## config.mk

```make
export PLATFORM = sky130hd
export DESIGN_NAME = uart_rx_ring_with_sticky_errors
export DESIGN_NICKNAME = d
export VERILOG_FILES = /design/src/urx_pkg.sv /design/src/uart_rx_ring_with_sticky_errors.sv /design/src/urx_ram.sv
export SDC_FILE = /design/constraint.sdc
export NUM_CORES = 1
export LEC_CHECK = 0
export BUFFER_PORTS_ARGS = -buffer_cell sky130_fd_sc_hd__buf_2
export CELL_PAD_IN_SITES_DETAIL_PLACEMENT = 0
export CELL_PAD_IN_SITES_GLOBAL_PLACEMENT = 2
export CORE_AREA = 2 2 191 240
export CTS_CLUSTER_DIAMETER = 150
export DETAILED_ROUTE_END_ITERATION = 10
export DIE_AREA = 0 0 193 242
export PLACE_DENSITY_LB_ADDON = 0.1
export SLEW_MARGIN = 10
export SYNTH_ARGS = -nofsm -noshare
export SYNTH_HDL_FRONTEND = slang
export SYNTH_SLANG_ARGS = --single-unit
```

## constraint.sdc

```tcl
create_clock -name clk_i -period 4.53 [get_ports clk_i]
set_input_delay 0.453 -clock clk_i [delete_from_list [all_inputs] [get_ports clk_i]]
set_output_delay 0.453 -clock clk_i [all_outputs]
set_load 0.05 [all_outputs]
```

## src/urx_pkg.sv

```systemverilog
// ----------------------------------------------------------------------------
// urx_pkg
// Shared types and constants for the uart receive ring with sticky errors.
// ----------------------------------------------------------------------------
package urx_pkg;

  localparam int unsigned DEPTH_DEFAULT = 64;
  localparam int unsigned DATA_W        = 8;
  localparam int unsigned LEN_W         = 8;
  localparam int unsigned BW_W          = 6;

  typedef enum logic [1:0] {
    MODE_RX    = 2'd0,
    MODE_READ  = 2'd1,
    MODE_CLEAR = 2'd2
  } mode_e;

  typedef enum logic [2:0] {
    STAT_OK      = 3'd0,
    STAT_BAD_LEN = 3'd1,
    STAT_SHORT   = 3'd2,
    STAT_OVERRUN = 3'd3,
    STAT_FRAMING = 3'd4,
    STAT_PARITY  = 3'd5
  } status_e;

  // bit positions in the sticky error latch
  localparam int unsigned ERR_OVR = 0;
  localparam int unsigned ERR_FRM = 1;
  localparam int unsigned ERR_PAR = 2;
  localparam int unsigned ERR_W   = 3;

  typedef struct packed {
    logic [DATA_W-1:0] data;
    logic              data_valid;
    status_e           status;
    logic [BW_W-1:0]   bytes_waiting;
    logic              last;
  } result_t;

endpackage

```

## src/uart_rx_ring_with_sticky_errors.sv

```systemverilog
// ----------------------------------------------------------------------------
// uart_rx_ring_with_sticky_errors
// Receive ring buffer with sticky overrun, framing and parity flags.
// ----------------------------------------------------------------------------
// A receive event, a clear or an unused mode gives one result. A read of N
// bytes, once checked, fetches and then pops each byte in turn (the ring
// store has a registered read port, so each pop waits for the next byte to
// be fetched) and ends with a status result that reports the highest-priority
// latched error (overrun, then framing, then parity) and clears all of them:
// N + 1 results. The input is not ready while a read is in progress. The
// ring holds at most DEPTH-1 bytes; a byte arriving at a full ring is dropped
// and overrun latches. No clearing pass after reset: only bytes between the
// pointers are ever read.
module uart_rx_ring_with_sticky_errors #(
  parameter int unsigned DEPTH = urx_pkg::DEPTH_DEFAULT
) (
  input  logic                       clk_i,
  input  logic                       rst_ni,
  input  logic                       in_valid_i,
  output logic                       in_ready_o,
  input  logic [1:0]                 mode_i,
  input  logic [urx_pkg::DATA_W-1:0] rx_byte_i,
  input  logic                       rx_has_byte_i,
  input  logic                       line_overrun_i,
  input  logic                       line_framing_i,
  input  logic                       line_parity_i,
  input  logic [urx_pkg::LEN_W-1:0]  read_length_i,
  output logic                       out_valid_o,
  input  logic                       out_ready_i,
  output logic [urx_pkg::DATA_W-1:0] data_out_o,
  output logic                       data_valid_o,
  output logic [2:0]                 status_o,
  output logic [urx_pkg::BW_W-1:0]   bytes_waiting_o,
  output logic                       last_o
);
  import urx_pkg::*;

  localparam int unsigned PTR_W = $clog2(DEPTH);

  typedef enum logic [1:0] {
    S_IDLE,
    S_BYTE,
    S_STATUS
  } state_e;

  state_e             state_q;
  logic [PTR_W-1:0]   wr_ptr_q, rd_ptr_q, level_q, rem_q;
  logic [ERR_W-1:0]   err_q;
  logic               fetched_q;
  logic               out_valid_q;
  result_t            res_q, res_d;
  logic               load;

  logic               in_fire, out_free, full, push, pop;
  logic               len_bad, len_short;
  logic [DATA_W-1:0]  rdata;
  status_e            err_status;

  function automatic logic [PTR_W-1:0] ptr_inc(input logic [PTR_W-1:0] p);
    return (p == PTR_W'(DEPTH - 1)) ? '0 : PTR_W'(p + 1'b1);
  endfunction

  assign out_free   = !out_valid_q || out_ready_i;
  assign in_ready_o = (state_q == S_IDLE) && out_free;
  assign in_fire    = in_valid_i && in_ready_o;
  assign full       = (level_q == PTR_W'(DEPTH - 1));
  assign push       = in_fire && (mode_i == MODE_RX) && rx_has_byte_i && !full;
  assign pop        = (state_q == S_BYTE) && fetched_q && out_free;
  assign len_bad    = read_length_i > LEN_W'(DEPTH);
  assign len_short  = LEN_W'(level_q) < read_length_i;

  always_comb begin
    if (err_q[ERR_OVR]) begin
      err_status = STAT_OVERRUN;
    end else if (err_q[ERR_FRM]) begin
      err_status = STAT_FRAMING;
    end else if (err_q[ERR_PAR]) begin
      err_status = STAT_PARITY;
    end else begin
      err_status = STAT_OK;
    end
  end

  urx_ram #(
    .DEPTH  (DEPTH),
    .ADDR_W (PTR_W)
  ) u_ram (
    .clk_i   (clk_i),
    .we_i    (push),
    .waddr_i (wr_ptr_q),
    .wdata_i (rx_byte_i),
    .raddr_i (rd_ptr_q),
    .rdata_o (rdata)
  );

  // result to load into the output register
  always_comb begin
    load                = 1'b0;
    res_d.data          = '0;
    res_d.data_valid    = 1'b0;
    res_d.status        = STAT_OK;
    res_d.bytes_waiting = BW_W'(level_q);
    res_d.last          = 1'b1;
    case (state_q)
      S_IDLE: begin
        if (in_fire) begin
          case (mode_i)
            MODE_RX: begin
              load                = 1'b1;
              res_d.bytes_waiting = push ? BW_W'(level_q + 1'b1) : BW_W'(level_q);
            end
            MODE_READ: begin
              if (len_bad) begin
                load         = 1'b1;
                res_d.status = STAT_BAD_LEN;
              end else if (len_short) begin
                load         = 1'b1;
                res_d.status = STAT_SHORT;
              end
            end
            MODE_CLEAR: begin
              load                = 1'b1;
              res_d.bytes_waiting = '0;
            end
            default: begin
              load = 1'b1;
            end
          endcase
        end
      end
      S_BYTE: begin
        if (pop) begin
          load                = 1'b1;
          res_d.data          = rdata;
          res_d.data_valid    = 1'b1;
          res_d.bytes_waiting = BW_W'(level_q - 1'b1);
          res_d.last          = 1'b0;
        end
      end
      S_STATUS: begin
        if (out_free) begin
          load         = 1'b1;
          res_d.status = err_status;
        end
      end
      default: begin
        load = 1'b0;
      end
    endcase
  end

  always_ff @(posedge clk_i or negedge rst_ni) begin
    if (!rst_ni) begin
      state_q     <= S_IDLE;
      wr_ptr_q    <= '0;
      rd_ptr_q    <= '0;
      level_q     <= '0;
      rem_q       <= '0;
      err_q       <= '0;
      fetched_q   <= 1'b0;
      out_valid_q <= 1'b0;
      res_q       <= '0;
    end else begin
      if (load) begin
        out_valid_q <= 1'b1;
      end else if (out_ready_i) begin
        out_valid_q <= 1'b0;
      end
      if (load) begin
        res_q <= res_d;
      end
      case (state_q)
        S_IDLE: begin
          if (in_fire) begin
            case (mode_i)
              MODE_RX: begin
                err_q[ERR_OVR] <= err_q[ERR_OVR] | line_overrun_i | (rx_has_byte_i & full);
                err_q[ERR_FRM] <= err_q[ERR_FRM] | line_framing_i;
                err_q[ERR_PAR] <= err_q[ERR_PAR] | line_parity_i;
                if (push) begin
                  wr_ptr_q <= ptr_inc(wr_ptr_q);
                  level_q  <= PTR_W'(level_q + 1'b1);
                end
              end
              MODE_READ: begin
                if (!len_bad && !len_short) begin
                  rem_q     <= read_length_i[PTR_W-1:0];
                  fetched_q <= 1'b0;
                  state_q   <= (read_length_i == '0) ? S_STATUS : S_BYTE;
                end
              end
              MODE_CLEAR: begin
                rd_ptr_q <= wr_ptr_q;
                level_q  <= '0;
                err_q    <= '0;
              end
              default: begin
                state_q <= S_IDLE;
              end
            endcase
          end
        end
        S_BYTE: begin
          if (pop) begin
            rd_ptr_q  <= ptr_inc(rd_ptr_q);
            level_q   <= PTR_W'(level_q - 1'b1);
            rem_q     <= PTR_W'(rem_q - 1'b1);
            fetched_q <= 1'b0;
            if (rem_q == PTR_W'(1)) begin
              state_q <= S_STATUS;
            end
          end else begin
            // the read port registers the byte at the read address; mark it fetched
            fetched_q <= 1'b1;
          end
        end
        S_STATUS: begin
          if (out_free) begin
            err_q   <= '0;
            state_q <= S_IDLE;
          end
        end
        default: begin
          state_q <= S_IDLE;
        end
      endcase
    end
  end

  assign out_valid_o     = out_valid_q;
  assign data_out_o      = res_q.data;
  assign data_valid_o    = res_q.data_valid;
  assign status_o        = res_q.status;
  assign bytes_waiting_o = res_q.bytes_waiting;
  assign last_o          = res_q.last;

`ifndef ASSERT_OFF
  a_level_bound: assert property (@(posedge clk_i) disable iff (!rst_ni)
    level_q <= PTR_W'(DEPTH - 1))
    else $error("ring level above capacity");

  a_rem_covered: assert property (@(posedge clk_i) disable iff (!rst_ni)
    (state_q == S_BYTE) |-> (rem_q != '0) && (rem_q <= level_q))
    else $error("read in progress without enough bytes in ring");

  a_byte_result: assert property (@(posedge clk_i) disable iff (!rst_ni)
    (out_valid_o && data_valid_o) |-> (status_o == STAT_OK) && !last_o)
    else $error("byte item carries status or last");

  a_status_clears: assert property (@(posedge clk_i) disable iff (!rst_ni)
    (state_q == S_STATUS && out_free) |=> (err_q == '0) && (state_q == S_IDLE))
    else $error("status item did not clear error latch");
`endif

endmodule

```

## src/urx_ram.sv

```systemverilog
// ----------------------------------------------------------------------------
// urx_ram
// Byte store of the receive ring: one write port, one registered read port.
// ----------------------------------------------------------------------------
module urx_ram #(
  parameter int unsigned DEPTH  = urx_pkg::DEPTH_DEFAULT,
  parameter int unsigned ADDR_W = $clog2(DEPTH)
) (
  input  logic                      clk_i,
  input  logic                      we_i,
  input  logic [ADDR_W-1:0]         waddr_i,
  input  logic [urx_pkg::DATA_W-1:0] wdata_i,
  input  logic [ADDR_W-1:0]         raddr_i,
  output logic [urx_pkg::DATA_W-1:0] rdata_o
);
  import urx_pkg::*;

  logic [DATA_W-1:0] mem_q [DEPTH];
  logic [DATA_W-1:0] rdata_q;

  always_ff @(posedge clk_i) begin
    if (we_i) begin
      mem_q[waddr_i] <= wdata_i;
    end
  end

  always_ff @(posedge clk_i) begin
    rdata_q <= mem_q[raddr_i];
  end

  assign rdata_o = rdata_q;

endmodule
```

# Word level (Yosys, flattened, before mapping)
# Memory sizes are Yosys's and may differ from the RTL's. A register that Yosys moved wholly into a read port is not among the register bits.
# Cells that the tools add are included.
[totals]
regBits = 50
mem_bits_rw = 512
in_bits = 26
out_inout_bits = 21
word_cells = 129
mem_count = 1
[memory_table]
columns = ["name", "depth", "word_bits", "rd", "rd_clocked_by_memory_dff", "wr", "line", "text"]
rows = [
  ["u_ram.mem_q", 64, 8, 1, 1, 1, "urx_ram.sv:18", "logic [DATA_W-1:0] mem_q [DEPTH];"],
]
[classes]
n_addsub = 5
magnitude_cmp = 2
n_eq_ne = 18
n_mux = 58
n_bitwise = 5
n_reduce_logical = 27
[op_table]
columns = ["op", "n"]
rows = [
  ["2-to-1 mux 6 bit", 12],
  ["case mux 6 bit (2 select lines)", 5],
  ["adder 6 x 1 -> 6 bit (second input constant)", 3],
  ["equality test 6 bit (second input constant)", 3],
  ["2-to-1 mux 2 bit", 9],
  ["2-to-1 mux 3 bit", 6],
  ["2-to-1 mux 9 bit", 2],
  ["case mux 3 bit (2 select lines)", 3],
  ["AND reduction 4 bit", 4],
  ["2-to-1 mux 1 bit", 15],
  ["subtractor 6 x 1 -> 6 bit (second input constant)", 2],
  ["greater-than comparator 8 x 7 -> 1 bit (second input constant)", 1],
  ["logical AND 1 bit", 8],
  ["zero test 8 bit", 1],
  ["less-than comparator 6 x 8 -> 1 bit", 1],
  ["2-to-1 mux 8 bit", 1],
  ["!= test 2 x 1 -> 1 bit (second input constant)", 4],
  ["!= test 2 bit (second input constant)", 4],
  ["2-to-1 mux 7 bit", 1],
  ["equality test 6 x 1 -> 1 bit (second input constant)", 1],
  ["case mux 2 bit (3 select lines)", 1],
  ["AND reduction 6 bit", 1],
  ["nonzero test 2 bit", 3],
  ["AND reduction 5 bit", 1],
  ["14 further kinds", 23],
]

# Longest topological paths before layout
# Gate-level depths: netlist (run 1).
[logic_depth]
word_depth = 11
ltp_mapped = 9
mapped_depth_nobuf = 8

# Modules after synthesis
# A second synthesis (run 1) with hierarchy kept.
[unflattened]
hier_cells = 1269
area_unflattened_um2 = 23088.4
[modules_own_cells]
columns = ["module", "n_inst", "cells_each", "area_each_um2", "seq_area_each_um2"]
rows = [
  ["urx_ram", 1, 940, 20166.8, 15534.9],
  ["uart_rx_ring_with_sticky_errors", 1, 329, 2921.6, 1251.2],
]

# Least setup slack after synthesis (run 1)
# No wires, ideal clock.
[synth_path]
path_type = "flip-flop to flip-flop"
start = "reg out_valid_q (netlist: out_valid_o)"
end = "mem u_ram.mem_q[28][0] (enable)"
arrival_time_ns = 2.115
required_time_ns = 4.159
path_slack_ns = 2.044
path_stages_with_launch = 7
path_buffers = 0
synth_period_minus_slack_ns = 2.486
path_cell_list = "dfrtp_1 -> nand2b_1 -> nand3_1 -> nor3_2 -> and2_1 -> nand2_1 -> nor2_1"
[synth_via]
elab_chain_len = 9
[synth_lines]
columns = ["element", "line", "text"]
rows = [
  ["start, declared", "uart_rx_ring_with_sticky_errors.sv:50", "logic out_valid_q;"],
  ["start signal, assigned", "uart_rx_ring_with_sticky_errors.sv:161", "out_valid_q <= 1'b0;"],
  ["start signal, assigned", "uart_rx_ring_with_sticky_errors.sv:165", "out_valid_q <= 1'b1;"],
  ["start signal, assigned", "uart_rx_ring_with_sticky_errors.sv:167", "out_valid_q <= 1'b0;"],
  ["zero test 1 bit", "uart_rx_ring_with_sticky_errors.sv:63", "assign out_free = !out_valid_q || out_ready_i;"],
  ["logical OR 1 bit", "uart_rx_ring_with_sticky_errors.sv:63", ""],
  ["logical AND 1 bit", "uart_rx_ring_with_sticky_errors.sv:64", "assign in_ready_o = (state_q == S_IDLE) && out_free;"],
  ["logical AND 1 bit", "uart_rx_ring_with_sticky_errors.sv:65", "assign in_fire = in_valid_i && in_ready_o;"],
  ["logical AND 1 bit (3 in series)", "uart_rx_ring_with_sticky_errors.sv:67", "assign push = in_fire && (mode_i == MODE_RX) && rx_has_byte_i && !full;"],
  ["2-to-1 mux 1 bit", "urx_ram.sv:22", "if (we_i) begin"],
  ["2-to-1 mux 1 bit (not written as such)", "urx_ram.sv:23", "mem_q[waddr_i] <= wdata_i;"],
  ["end, declared", "urx_ram.sv:18", ""],
]
# Every way passes these cells.

# Final worst setup path (run 1)
[layout_path]
start = "reg state_q[1]"
end = "mem u_ram.mem_q[22][6] (enable)"
[layout_via]
elab_chain_len = 8
[layout_lines]
columns = ["element", "line", "text"]
rows = [
  ["start, declared", "uart_rx_ring_with_sticky_errors.sv:46", "state_e state_q;"],
  ["start signal, assigned", "uart_rx_ring_with_sticky_errors.sv:189", "state_q <= (read_length_i == '0) ? S_STATUS : S_BYTE;"],
  ["zero test 2 bit", "uart_rx_ring_with_sticky_errors.sv:64", ""],
  ["logical AND 1 bit", "uart_rx_ring_with_sticky_errors.sv:64", ""],
  ["logical AND 1 bit", "uart_rx_ring_with_sticky_errors.sv:65", ""],
  ["logical AND 1 bit (3 in series)", "uart_rx_ring_with_sticky_errors.sv:67", ""],
  ["2-to-1 mux 1 bit", "urx_ram.sv:22", ""],
  ["2-to-1 mux 1 bit (not written as such)", "urx_ram.sv:23", ""],
]
# Every way passes these cells.

==> out/metrics.cfg, run 1 <==
[synth]
synth_fp_nets=1261
synthArstFlopShare_pct=8.77
ys_types=58
seq_area_frac_synth_pct=73.3
ys_warn_count=0
ys_ff_latch=570
netlist_instances=1224
synth_edf_count=512
syn-cell-area_um2=22900
synth_flop_cell=edfxtp_1
avgSynthCellArea_um2=18.7

[sta]
hold_viol=0
slew_viol_final=0
fmax_mhz=295
fin_hold_ws_ns=0.111
period_needed_ns=3.39
finalSetupViolCount=0
rsz0062_at_grt=false
finClkSkew_ns=0.0228
fin_crit_sh_pct=74.8
maxSlewHeadroom_pct=27.0
worstMarginPinSlew_ns=1.08
tns_ns=0

[placed_design]
dp_hpwl_mm=33.8
io_buffers=46
numPlacedInstances=1811
gp_congestion=0.844

[routing]
first_pass_iters=5
wl_mm=52.3
initialDrtViolationCount=797
drc=0
viasPerCell=6.04
postRouteAntennaNets=0
routedWlPerCell_um=27.4
vias=11531

[cts]
htreeDepth=2
cts_sinks=570
cts_resized=0
cts_root_buffer=clkbuf_16
path_clk_slew_ns=0.06
clockBufferDepth=3
cts_buffers=54
insertion_delay_ns=0.61
cts_tree=yes

[grt]
antenna_found_initial=0
grt_start_max_net_pins=65
grt_pass1_vias=11697
grtUsageMet3_pct=3.56
grt_pass1_wl_mm=77.7
grt_usage_pct=23.2
grt_most_used_layer=met2
gr-total-overflow=0
gr-usage-met1_pct=31.5
grtUsageMet2_pct=38.9

[pwr]
clockPowerShare_pct=32.3
power_uw=13900
switchingPower_uw=3990
peakVddDrop_mv=0.547
seqPwrFrac_pct=45.1
p_int_uw=9960
p_comb_share_pct=22.7
power_switching_share_pct=28.6
leakagePower_uw=0.00821
power_density_nw_per_um2=546

[layout]
instances_no_fill=1909
drive_gt1_share_pct=23.3
antenna_cells=0
nets=1327
nFillCells=3406
area_growth_pct=11.5

[critical_path]
crit_path_max_fanout=17
critPathLaunchType=flop
critPathArrivalTime_ns=3.61
end_kind=flop
crit_type=flop to flop
rrSetupSlack_ns=1.14
worst_ep_required_time_ns=4.75

[die]
start_util_pct=51.3
placeableCoreArea_um2=44600
die_area_um2=46700
fp.dieW_um=193
ioPinCount=47
num_rows=87
die_h_um=242

[min_path]
worstHoldPathType=input pin to flop

[run_status]
status=finished clean

[job]
cap_violations=0

==> kinds of logic (layout without fill, tap and decap cells) <==
group                    Yosys count  in the layout  share of synthesized area, %
AO/OA/AOI/OAI                    152            152                          4.29
XOR/XNOR                           3              3                         0.115
adder cells (fa/ha/maj)           11             11                         0.601
buffers and inverters             86            193                          1.90
flip-flops                       570            570                          73.3
multiplexers                     180            180                          15.4
AND/OR/NAND/NOR                  222            222                          4.42
==> metrics by stage <==
step / setup WS [ns] / utilization, % / instance area (um2)
after floorplan: 2.04 / - / 22900
after global placement: 1.23 / 53.2 / 23800
after detailed placement: 1.13 / 53.2 / 23800
after CTS: 1.12 / 57.2 / 25500
after global routing: 0.948 / 57.2 / 25500
final: 1.14 / 57.2 / 25500
==> layout make-up <==
type,instances,area (um2),share of cell area [%]
Sequential cell,570,16800,65.8
Multi-Input combinational cell,568,5680,22.2
Clock buffer,64,1410,5.52
Tap cell,578,723,2.83
Timing Repair Buffer,76,495,1.94
Clock inverter,33,349,1.37
Inverter,20,75.1,0.294
==> synth_stat cells (all sizes together), types with 12 or more instances <==
library cell    n  share of area [%]
nand3          15               0.33
mux2           12               0.59
buf            40                1.1
clkbuf         26               0.43
nand2          42               0.69
edfxtp        512                 67
nor2          109                1.8
o21ai          50                1.1
inv            20               0.33
a22oi          13               0.43
a21oi          29               0.63
mux4          136                 13
dfrtp          50                5.5
mux2i          32                1.4
==> critical path, stage by stage, from the launching register on <==
cell and delay (ns):
dfrtp_1 0.56, nor2_1 0.20, nand3_1 0.25, nor3_2 0.46, and2_1 0.28, nand2_1 0.52, nor2_1 0.75
==> layout by cell type (no fill, tap or decap), types with 9 or more instances in the layout <==
master,n
dfrtp_1,47
o21ai_1,12
mux4_2,136
buf_4,26
a21oi_1,29
mux2i_1,32
edfxtp_1,512
clkbuf_1,9
ha_1,11
a22oi_1,13
buf_2,46
nor3_1,9
nand2_1,42
o22ai_1,9
clkbuf_16,55
clkinv_2,12
nand3_1,15
o21ai_0,37
nor2_1,109
inv_1,20
==> power groups by stage <==
| stage | clock [uW] | combinational (uW) | sequential, uW |
|---|---|---|---|
| 2_1_floorplan | 0 | 2230 | 6450 |
| 3_3_place_gp | 0 | 3210 | 6400 |
| 3_5_place_dp | 0 | 3210 | 6400 |
| 4_1_cts | 4610 | 3220 | 6290 |
| 5_1_grt | 4810 | 3410 | 6330 |
| 6_report | 4500 | 3160 | 6280 |
==> final timing paths <==
path,from,end,cells after the start
min,line_parity_i,err_q[2]$_DFFE_PN0P_,3
min reg2reg,u_ram.rdata_o[7]$_DFF_P_,data_out_o[7]$_DFFE_PN0P_,1
max in group asynchronous,rst_ni,rd_ptr_q[1]$_DFFE_PN0P_,3
max,state_q[1]$_DFFE_PN0P_,u_ram.mem_q[22][6]$_DFFE_PP_,6
max reg2reg,state_q[1]$_DFFE_PN0P_,u_ram.mem_q[22][6]$_DFFE_PP_,6
min in group asynchronous,rst_ni,rem_q[5]$_DFFE_PN0P_,3
==> state kept, by name, summed over array words and instances, names as in the netlist <==
signal           count
fetched_q            1
status_o             3
last_o               1
err_q                3
state_q              2
data_valid_o         1
data_out_o           8
bytes_waiting_o      6
u_ram.mem_q        512
rd_ptr_q             6
u_ram.rdata_o        8
level_q              6
rem_q                6
out_valid_o          1
wr_ptr_q             6
==> metal layers <==
metal | up-vias | routed length [um]
met1 | 5986 | 21000
li1 | 5086 | -
met5 | - | 0
met3 | 79 | 2920
met2 | 380 | 26800
met4 | 0 | 1620
==> repair_timing <==
action | 4_1_cts | 5_1_grt
hold endpoints to repair | 37 | 0
hold buffers | 1 | 0
buffers inserted | 0 | 0
setup endpoints to repair | 0 | 0
No activity file was read; power rests on OpenSTA's default activity.
==> run 2, diff against run 1 <==
--- a/config.mk
+++ b/config.mk
@@ -8,10 +8,10 @@
 export BUFFER_PORTS_ARGS = -buffer_cell sky130_fd_sc_hd__buf_2
 export CELL_PAD_IN_SITES_DETAIL_PLACEMENT = 0
 export CELL_PAD_IN_SITES_GLOBAL_PLACEMENT = 2
-export CORE_AREA = 2 2 191 240
+export CORE_AREA = 2 2 208 261
 export CTS_CLUSTER_DIAMETER = 150
 export DETAILED_ROUTE_END_ITERATION = 10
-export DIE_AREA = 0 0 193 242
+export DIE_AREA = 0 0 210 263
 export PLACE_DENSITY_LB_ADDON = 0.1
 export SLEW_MARGIN = 10
 export SYNTH_ARGS = -nofsm -noshare
==> constraint.sdc (replaced) <==
create_clock -name clk_i -period 3.1 [get_ports clk_i]
set_input_delay 0.31 -clock clk_i [delete_from_list [all_inputs] [get_ports clk_i]]
set_output_delay 0.31 -clock clk_i [all_outputs]
set_load 0.05 [all_outputs]
==> run 2 against run 1 <==
  * Hold slack got worse by 0.078 ns
  * Critical path depth increased by 1
  * First-iteration DRC count up 29%
  * Cell count grew 9.8%
  * Global-route usage is 2.3 points lower
  * Highest routed layer unchanged
==> out/metrics.cfg, run 2 (synthesis gave the netlist of run 1 again) <==
[grt]
antenna_found_initial=0  ; unchanged
grt_start_max_net_pins=67  ; was 65
grt_pass1_vias=12453  ; was 11697
grt_usage_pct=20.9  ; was 23.2%
gr-total-overflow=0  ; unchanged
grt_pass1_wl_mm=83.5  ; was 77.7 mm

[critical_path]
crit_slowest_cell=and3_1  ; was nor2_1
crit_family=simple AND/OR/NAND/NOR gates  ; unchanged
r2r-end=bytes_waiting_o[1]$_DFFE_PN0P_  ; was u_ram.mem_q[22][6]$_DFFE_PP_
cp-startpoint=level_q[4]$_DFFE_PN0P_  ; was state_q[1]$_DFFE_PN0P_
r2r_start=level_q[4]$_DFFE_PN0P_  ; was state_q[1]$_DFFE_PN0P_
crit_path_max_fanout=20  ; was 17
worst_ep_required_time_ns=3.59  ; was 4.75 ns
critPathArrivalTime_ns=3.11  ; was 3.61 ns
crit_path_end=bytes_waiting_o[1]$_DFFE_PN0P_  ; was u_ram.mem_q[22][6]$_DFFE_PP_
critPathLaunchType=flop  ; unchanged
rrSetupSlack_ns=0.48  ; was 1.14 ns
worstPathBufferInverterCount=0  ; unchanged
crit_type=flop to flop  ; unchanged
r2r_cells=7  ; was 6
cp.depth=7  ; was 6
worst_path_largest_cell_delay_ns=0.75  ; about the same
end_kind=flop  ; unchanged
worstPathCellList=ha_1, and4bb_1, o2bb2ai_1, a31oi_2, o21ai_1, and3_1, mux2_1  ; was nor2_1, nand3_1, nor3_2, and2_1, nand2_1, nor2_1

[cts]
insertion_delay_ns=0.61  ; about the same
cts_buffers=56  ; was 54
clockBufferDepth=3  ; unchanged
htreeDepth=2  ; unchanged
path_clk_slew_ns=0.06  ; about the same
post-cts-setup-buffers=0  ; unchanged
cts_tree=yes  ; unchanged
cts_sinks=570  ; unchanged
cts_root_buffer=clkbuf_16  ; unchanged
cts_resized=0  ; unchanged
hold_buffers=3  ; was 1

[run_status]
status=finished clean  ; unchanged

[placed_design]
io_buffers=46  ; unchanged
dpl_cell_area_um2=24600  ; was 23800 um2
dp_hpwl_mm=36.3  ; was 33.8 mm
gp_congestion=0.798  ; was 0.844

[routing]
wl_mm=56.8  ; was 52.3 mm
initialDrtViolationCount=1032  ; was 797
first_pass_iters=5  ; unchanged
vias=11808  ; was 11531
drc=0  ; unchanged
routedWlPerCell_um=27.1  ; was 27.4 um
postRouteAntennaNets=0  ; unchanged
viasPerCell=5.63  ; was 6.04

[job]
cap_violations=0  ; unchanged

[pwr]
leakagePower_uw=0.00865  ; was 0.00821 uW
seqPwrFrac_pct=44.3  ; was 45.1%
power_density_nw_per_um2=777  ; was 546 nW/um2
switchingPower_uw=6120  ; was 3990 uW
peakVddDrop_mv=0.446  ; was 0.547 mV
p_int_uw=14300  ; was 9960 uW
clockPowerShare_pct=31.1  ; was 32.3%
p_comb_share_pct=24.6  ; was 22.7%
power_switching_share_pct=29.9  ; was 28.6%

[layout]
nFillCells=4308  ; was 3406
multiInputGateArea_um2=5680  ; about the same
seq_area_um2=16800  ; unchanged
antenna_cells=0  ; unchanged
final_common_cell=edfxtp_1  ; unchanged
largest_register=u_ram.mem_q  ; unchanged
layout_common_cells=512 x edfxtp_1, 136 x mux4_2, 109 x nor2_1, 108 x buf_4, 57 x clkbuf_16  ; was 512 x edfxtp_1, 136 x mux4_2, 109 x nor2_1, 55 x clkbuf_16, 47 x dfrtp_1
area_growth_pct=14.8  ; was 11.5%
largest_register_ffs=512  ; unchanged
nets=1416  ; was 1327
drive_gt1_share_pct=28.1  ; was 23.3%
final_cell_area_um2=26300  ; was 25500 um2

[sta]
fin_crit_sh_pct=84.6  ; was 74.8%
finalSetupViolCount=0  ; unchanged
finClkSkew_ns=0.0151  ; was 0.0228 ns
period_needed_ns=2.62  ; was 3.39 ns
fmax_mhz=381  ; was 295 MHz
rsz0062_at_grt=false  ; unchanged
slew_viol_final=0  ; unchanged
maxSlewHeadroom_pct=18.1  ; was 27.0%
hold_viol=0  ; unchanged
worstMarginPinSlew_ns=1.22  ; was 1.08 ns
tns_ns=0  ; unchanged

[die]
start_util_pct=43.6  ; was 51.3%
num_rows=94  ; was 87
fp.dieW_um=210  ; was 193 um
die_h_um=263  ; was 242 um
die_area_um2=55200  ; was 46700 um2
placeableCoreArea_um2=52600  ; was 44600 um2
ioPinCount=47  ; unchanged

[min_path]
worstHoldPathType=input pin to flop  ; unchanged

-- run 2: changes by cell type in the layout (fill, tap and decap cells not counted), sizes merged --
cell | previous run | this run
buf | 75 | 160
dlygate4sd3 | 1 | 3
clkinv | 21 | 25
bufinv | 7 | 1
clkbuf | 64 | 71
clkinvlp | 3 | 5
-- run 2: worst min-delay path by stage --
stage	from	endpoint	slack, ns	cells after the start
final	read_length_i[1]	rem_q[1]$_DFFE_PN0P_	0.03	3
after global routing	read_length_i[1]	rem_q[1]$_DFFE_PN0P_	0.03	3
after CTS	read_length_i[1]	rem_q[1]$_DFFE_PN0P_	0.003	3
after detailed placement	u_ram.rdata_o[4]$_DFF_P_	data_out_o[4]$_DFFE_PN0P_	0.44	1
after global placement	u_ram.rdata_o[1]$_DFF_P_	data_out_o[1]$_DFFE_PN0P_	0.44	1
after floorplan	rst_ni	bytes_waiting_o[0]$_DFFE_PN0P_	0.01	0
-- run 2: routing by layer --
layer  track usage (%)  wire [um]
met4              6.73       1540
met2              36.1      29500
met3              3.16       2300
met5                 0          0
met1              27.4      23500
-- run 2: worst min-delay path, stage by stage --
cell	delay (ns)
buf_2	0.12
o211ai_1	0.09
o21ai_0	0.08
-- run 2: layout make-up --
type	count	share of cell area (%)
clock buffer	71	5.63
inverter	20	0.286
multi-input combinational	568	21.6
sequential	570	63.9
tap	672	3.20
clock inverter	33	0.857
timing repair buffer	163	4.53
-- run 2: through the flow --
stage	instances	util (%)	hold slack (ns)	power (uW)	setup WS (ns)
after detailed placement	1990	46.7	0.444	14400	0.446
after floorplan	1224	-	0.0144	12700	0.614
final	2097	50.0	0.0340	20400	0.477
after global routing	2097	50.0	0.0322	21300	0.116
after global placement	1990	46.7	0.439	14300	0.475
after CTS	2097	50.0	0.00331	20700	0.452
-- run 2: power groups by stage --
stage / Clock, uW / Sequential, uW / Combinational [uW]
floorplan: 0 / 9420 / 3260
global placement: 0 / 9200 / 5140
detailed placement: 0 / 9200 / 5150
CTS: 6530 / 9040 / 5170
global route: 6820 / 9090 / 5430
finish: 6360 / 9040 / 5030
==> run 3, diff against run 2 <==
==> constraint.sdc (replaced) <==
create_clock -name clk_i -period 2.2 [get_ports clk_i]
set_input_delay 0.22 -clock clk_i [delete_from_list [all_inputs] [get_ports clk_i]]
set_output_delay 0.22 -clock clk_i [all_outputs]
set_load 0.05 [all_outputs]
==> run 3 against run 2 <==
  * Sequential power is 40% higher
  * Power is 54% higher
  * Highest routed layer unchanged
  * First-iteration DRC count is 3.1% lower
  * Cell count is 5.3% higher
  * Flip-flop and latch count stayed put
  * Maximum frequency is 16% higher
  * The flow now finishes with violations (setup timing)
  * Global-route usage is 0.50 points higher
  * Largest cell class unchanged
  * Register-to-register slack worse by 0.53 ns
  * Non-clock buffer count is 108 higher
==> out/metrics.cfg, run 3 (synthesis gave the netlist of run 1 again) <==
[die]
ioPinCount=47  ; unchanged
placeableCoreArea_um2=52600  ; unchanged
start_util_pct=43.6  ; unchanged
die_h_um=263  ; unchanged
fp.dieW_um=210  ; unchanged
die_area_um2=55200  ; unchanged
num_rows=94  ; unchanged

[routing]
viasPerCell=5.66  ; was 5.63
wl_mm=57.9  ; was 56.8 mm
first_pass_iters=6  ; was 5
postRouteAntennaNets=0  ; unchanged
initialDrtViolationCount=1000  ; was 1032
routedWlPerCell_um=26.2  ; was 27.1 um
drc=0  ; unchanged
vias=12509  ; was 11808

[run_status]
violations=setup timing
status=complete, but fails checks  ; was finished clean

[sta]
rsz0062_at_grt=true  ; was false
finClkSkew_ns=0.0232  ; was 0.0151 ns
finalSetupViolCount=5  ; was 0
period_needed_ns=2.26  ; was 2.62 ns
fmax_mhz=443  ; was 381 MHz
setup_slack_ns=-0.0555  ; was 0.477 ns
worstMarginPinSlew_ns=0.779  ; was 1.22 ns
hold_viol=0  ; unchanged
fin_crit_sh_pct=103  ; was 84.6%
maxSlewHeadroom_pct=48.1  ; was 18.1%
slew_viol_final=0  ; unchanged
tns_ns=-0.193  ; was 0 ns

[critical_path]
end_kind=flop  ; unchanged
worst_ep_required_time_ns=2.69  ; was 3.59 ns
critPathArrivalTime_ns=2.75  ; was 3.11 ns
crit_path_max_fanout=9  ; was 20
crit_type=flop to flop  ; unchanged
crit_slowest_cell=mux4_2  ; was and3_1
crit_top_cell=mux4_2
worstPathCellList=buf_12, buf_16, mux4_2, mux4_2, o21ai_2, nor2_1  ; was ha_1, and4bb_1, o2bb2ai_1, a31oi_2, o21ai_1, and3_1, mux2_1
worst_path_largest_cell_delay_ns=0.55  ; was 0.75 ns
critPathLaunchType=flop  ; unchanged

[grt]
grt_pass1_wl_mm=86.0  ; was 83.5 mm
grt_start_max_net_pins=65  ; was 67
grt_pass1_vias=12850  ; was 12453
antenna_found_initial=0  ; unchanged
gr-total-overflow=0  ; unchanged
grt_usage_pct=21.4  ; was 20.9%

[cts]
clockBufferDepth=3  ; unchanged
cts_buffers=57  ; was 56
path_clk_slew_ns=0.06  ; about the same
insertion_delay_ns=0.62  ; was 0.61 ns
htreeDepth=2  ; unchanged
cts_root_buffer=clkbuf_16  ; unchanged
cts_sinks=570  ; unchanged
cts_tree=yes  ; unchanged

[layout]
nets=1526  ; was 1416
final_common_cell=edfxtp_1  ; unchanged
antenna_cells=0  ; unchanged
drive_gt1_share_pct=40.6  ; was 28.1%
largest_register=u_ram.mem_q  ; unchanged
nFillCells=4139  ; was 4308
layout_common_cells=512 x edfxtp_1, 136 x mux4_2, 133 x buf_4, 69 x buf_12, 59 x clkbuf_16  ; was 512 x edfxtp_1, 136 x mux4_2, 109 x nor2_1, 108 x buf_4, 57 x clkbuf_16
largest_register_ffs=512  ; unchanged
area_growth_pct=26.2  ; was 14.8%

[pwr]
peakVddDrop_mv=0.708  ; was 0.446 mV
leakagePower_uw=0.00970  ; was 0.00865 uW
power_density_nw_per_um2=1090  ; was 777 nW/um2
power_uw=31500  ; was 20400 uW

[min_path]
worstHoldPathType=input pin to flop  ; unchanged

[placed_design]
dp_hpwl_mm=38.6  ; was 36.3 mm
gp_congestion=0.824  ; was 0.798
io_buffers=46  ; unchanged
post-place-ws_ns=-0.245  ; was 0.446 ns

[job]
cap_violations=0  ; unchanged

## run 3: cell types whose count changed in the layout (fill, tap and decap cells not counted), sizes merged
cell         previous run  this run
and3                    5         6
buf                   160       265
bufinv                  1         7
clkbuf                 71        72
clkinv                 25        23
clkinvlp                5         2
dlygate4sd3             3         5
inv                    22        24
## run 3: per-layer routing
layer,global-route usage (%),wire (um)
met3,2.97,2610
met1,28.9,24000
met5,0,0
met2,36.3,29700
met4,6.61,1590
## run 3: critical path, delay by kind of cell, from the launching register on
family	cells	cell delay (ns)
flip-flops	1	0.51
multiplexers	2	1.06
buffers and inverters	2	0.33
AO/OA/AOI/OAI	1	0.16
AND/OR/NAND/NOR	1	0.06
## run 3: power breakdown
part | internal [uW] | leakage [uW] | switching [uW] | total (uW)
Combinational | 4230 | 0.00346 | 4620 | 8850
Clock | 5830 | 0.000953 | 4110 | 9940
Sequential | 12300 | 0.00528 | 481 | 12700
## run 3: stage by stage
| step | std cells | util (%) | hold slack [ns] | area (um2) |
|---|---|---|---|---|
| after global routing | 2209 | 55.0 | 0.0162 | 28900 |
| after floorplan | 1224 | - | -0.0756 | 23300 |
| after detailed placement | 2063 | 49.6 | 0.249 | 26100 |
| after global placement | 2063 | 49.6 | 0.235 | 26100 |
| final | 2209 | 55.0 | 0.0365 | 28900 |
| after CTS | 2191 | 54.0 | 0.00729 | 28400 |
## run 3: worst paths after layout
| path | from | end | slack, ns | depth (start not counted) |
|---|---|---|---|---|
| hold reg to reg | status_o[2]$_DFFE_PN0P_ | status_o[2]$_DFFE_PN0P_ | 0.47 | 1 |
| setup reg to reg | rd_ptr_q[0]$_DFFE_PN0P_ | u_ram.rdata_o[6]$_DFF_P_ | -0.06 | 6 |
| max in group asynchronous | rst_ni | data_valid_o$_DFFE_PN0P_ | 1.20 | 4 |
| hold / removal | read_length_i[2] | rem_q[2]$_DFFE_PN0P_ | 0.04 | 4 |
| min in group asynchronous | rst_ni | level_q[4]$_DFFE_PN0P_ | 0.15 | 2 |
| setup / recovery | rd_ptr_q[0]$_DFFE_PN0P_ | u_ram.rdata_o[6]$_DFF_P_ | -0.06 | 6 |
## run 3: repair_timing
| item | 4_1_cts | 5_1_grt |
|---|---|---|
| setup buffers | 15 | 16 |
| hold endpoints to repair | 22 | 0 |
| endpoints found under the setup margin | 240 | 507 |
| cloned | 2 | 2 |
| hold buffers | 5 | 0 |
| gates resized for setup | 36 | 53 |
| pin swaps | 9 | 26 |
## run 3: cell type report
class | count | area, um2 | share of cell area (%)
Timing Repair Buffer | 271 | 2910 | 10.1
Clock inverter | 36 | 379 | 1.31
Multi-Input combinational cell | 569 | 6350 | 22.0
Clock buffer | 71 | 1550 | 5.36
Sequential cell | 570 | 16800 | 58.1
Tap cell | 672 | 841 | 2.91
Inverter | 20 | 75.1 | 0.260
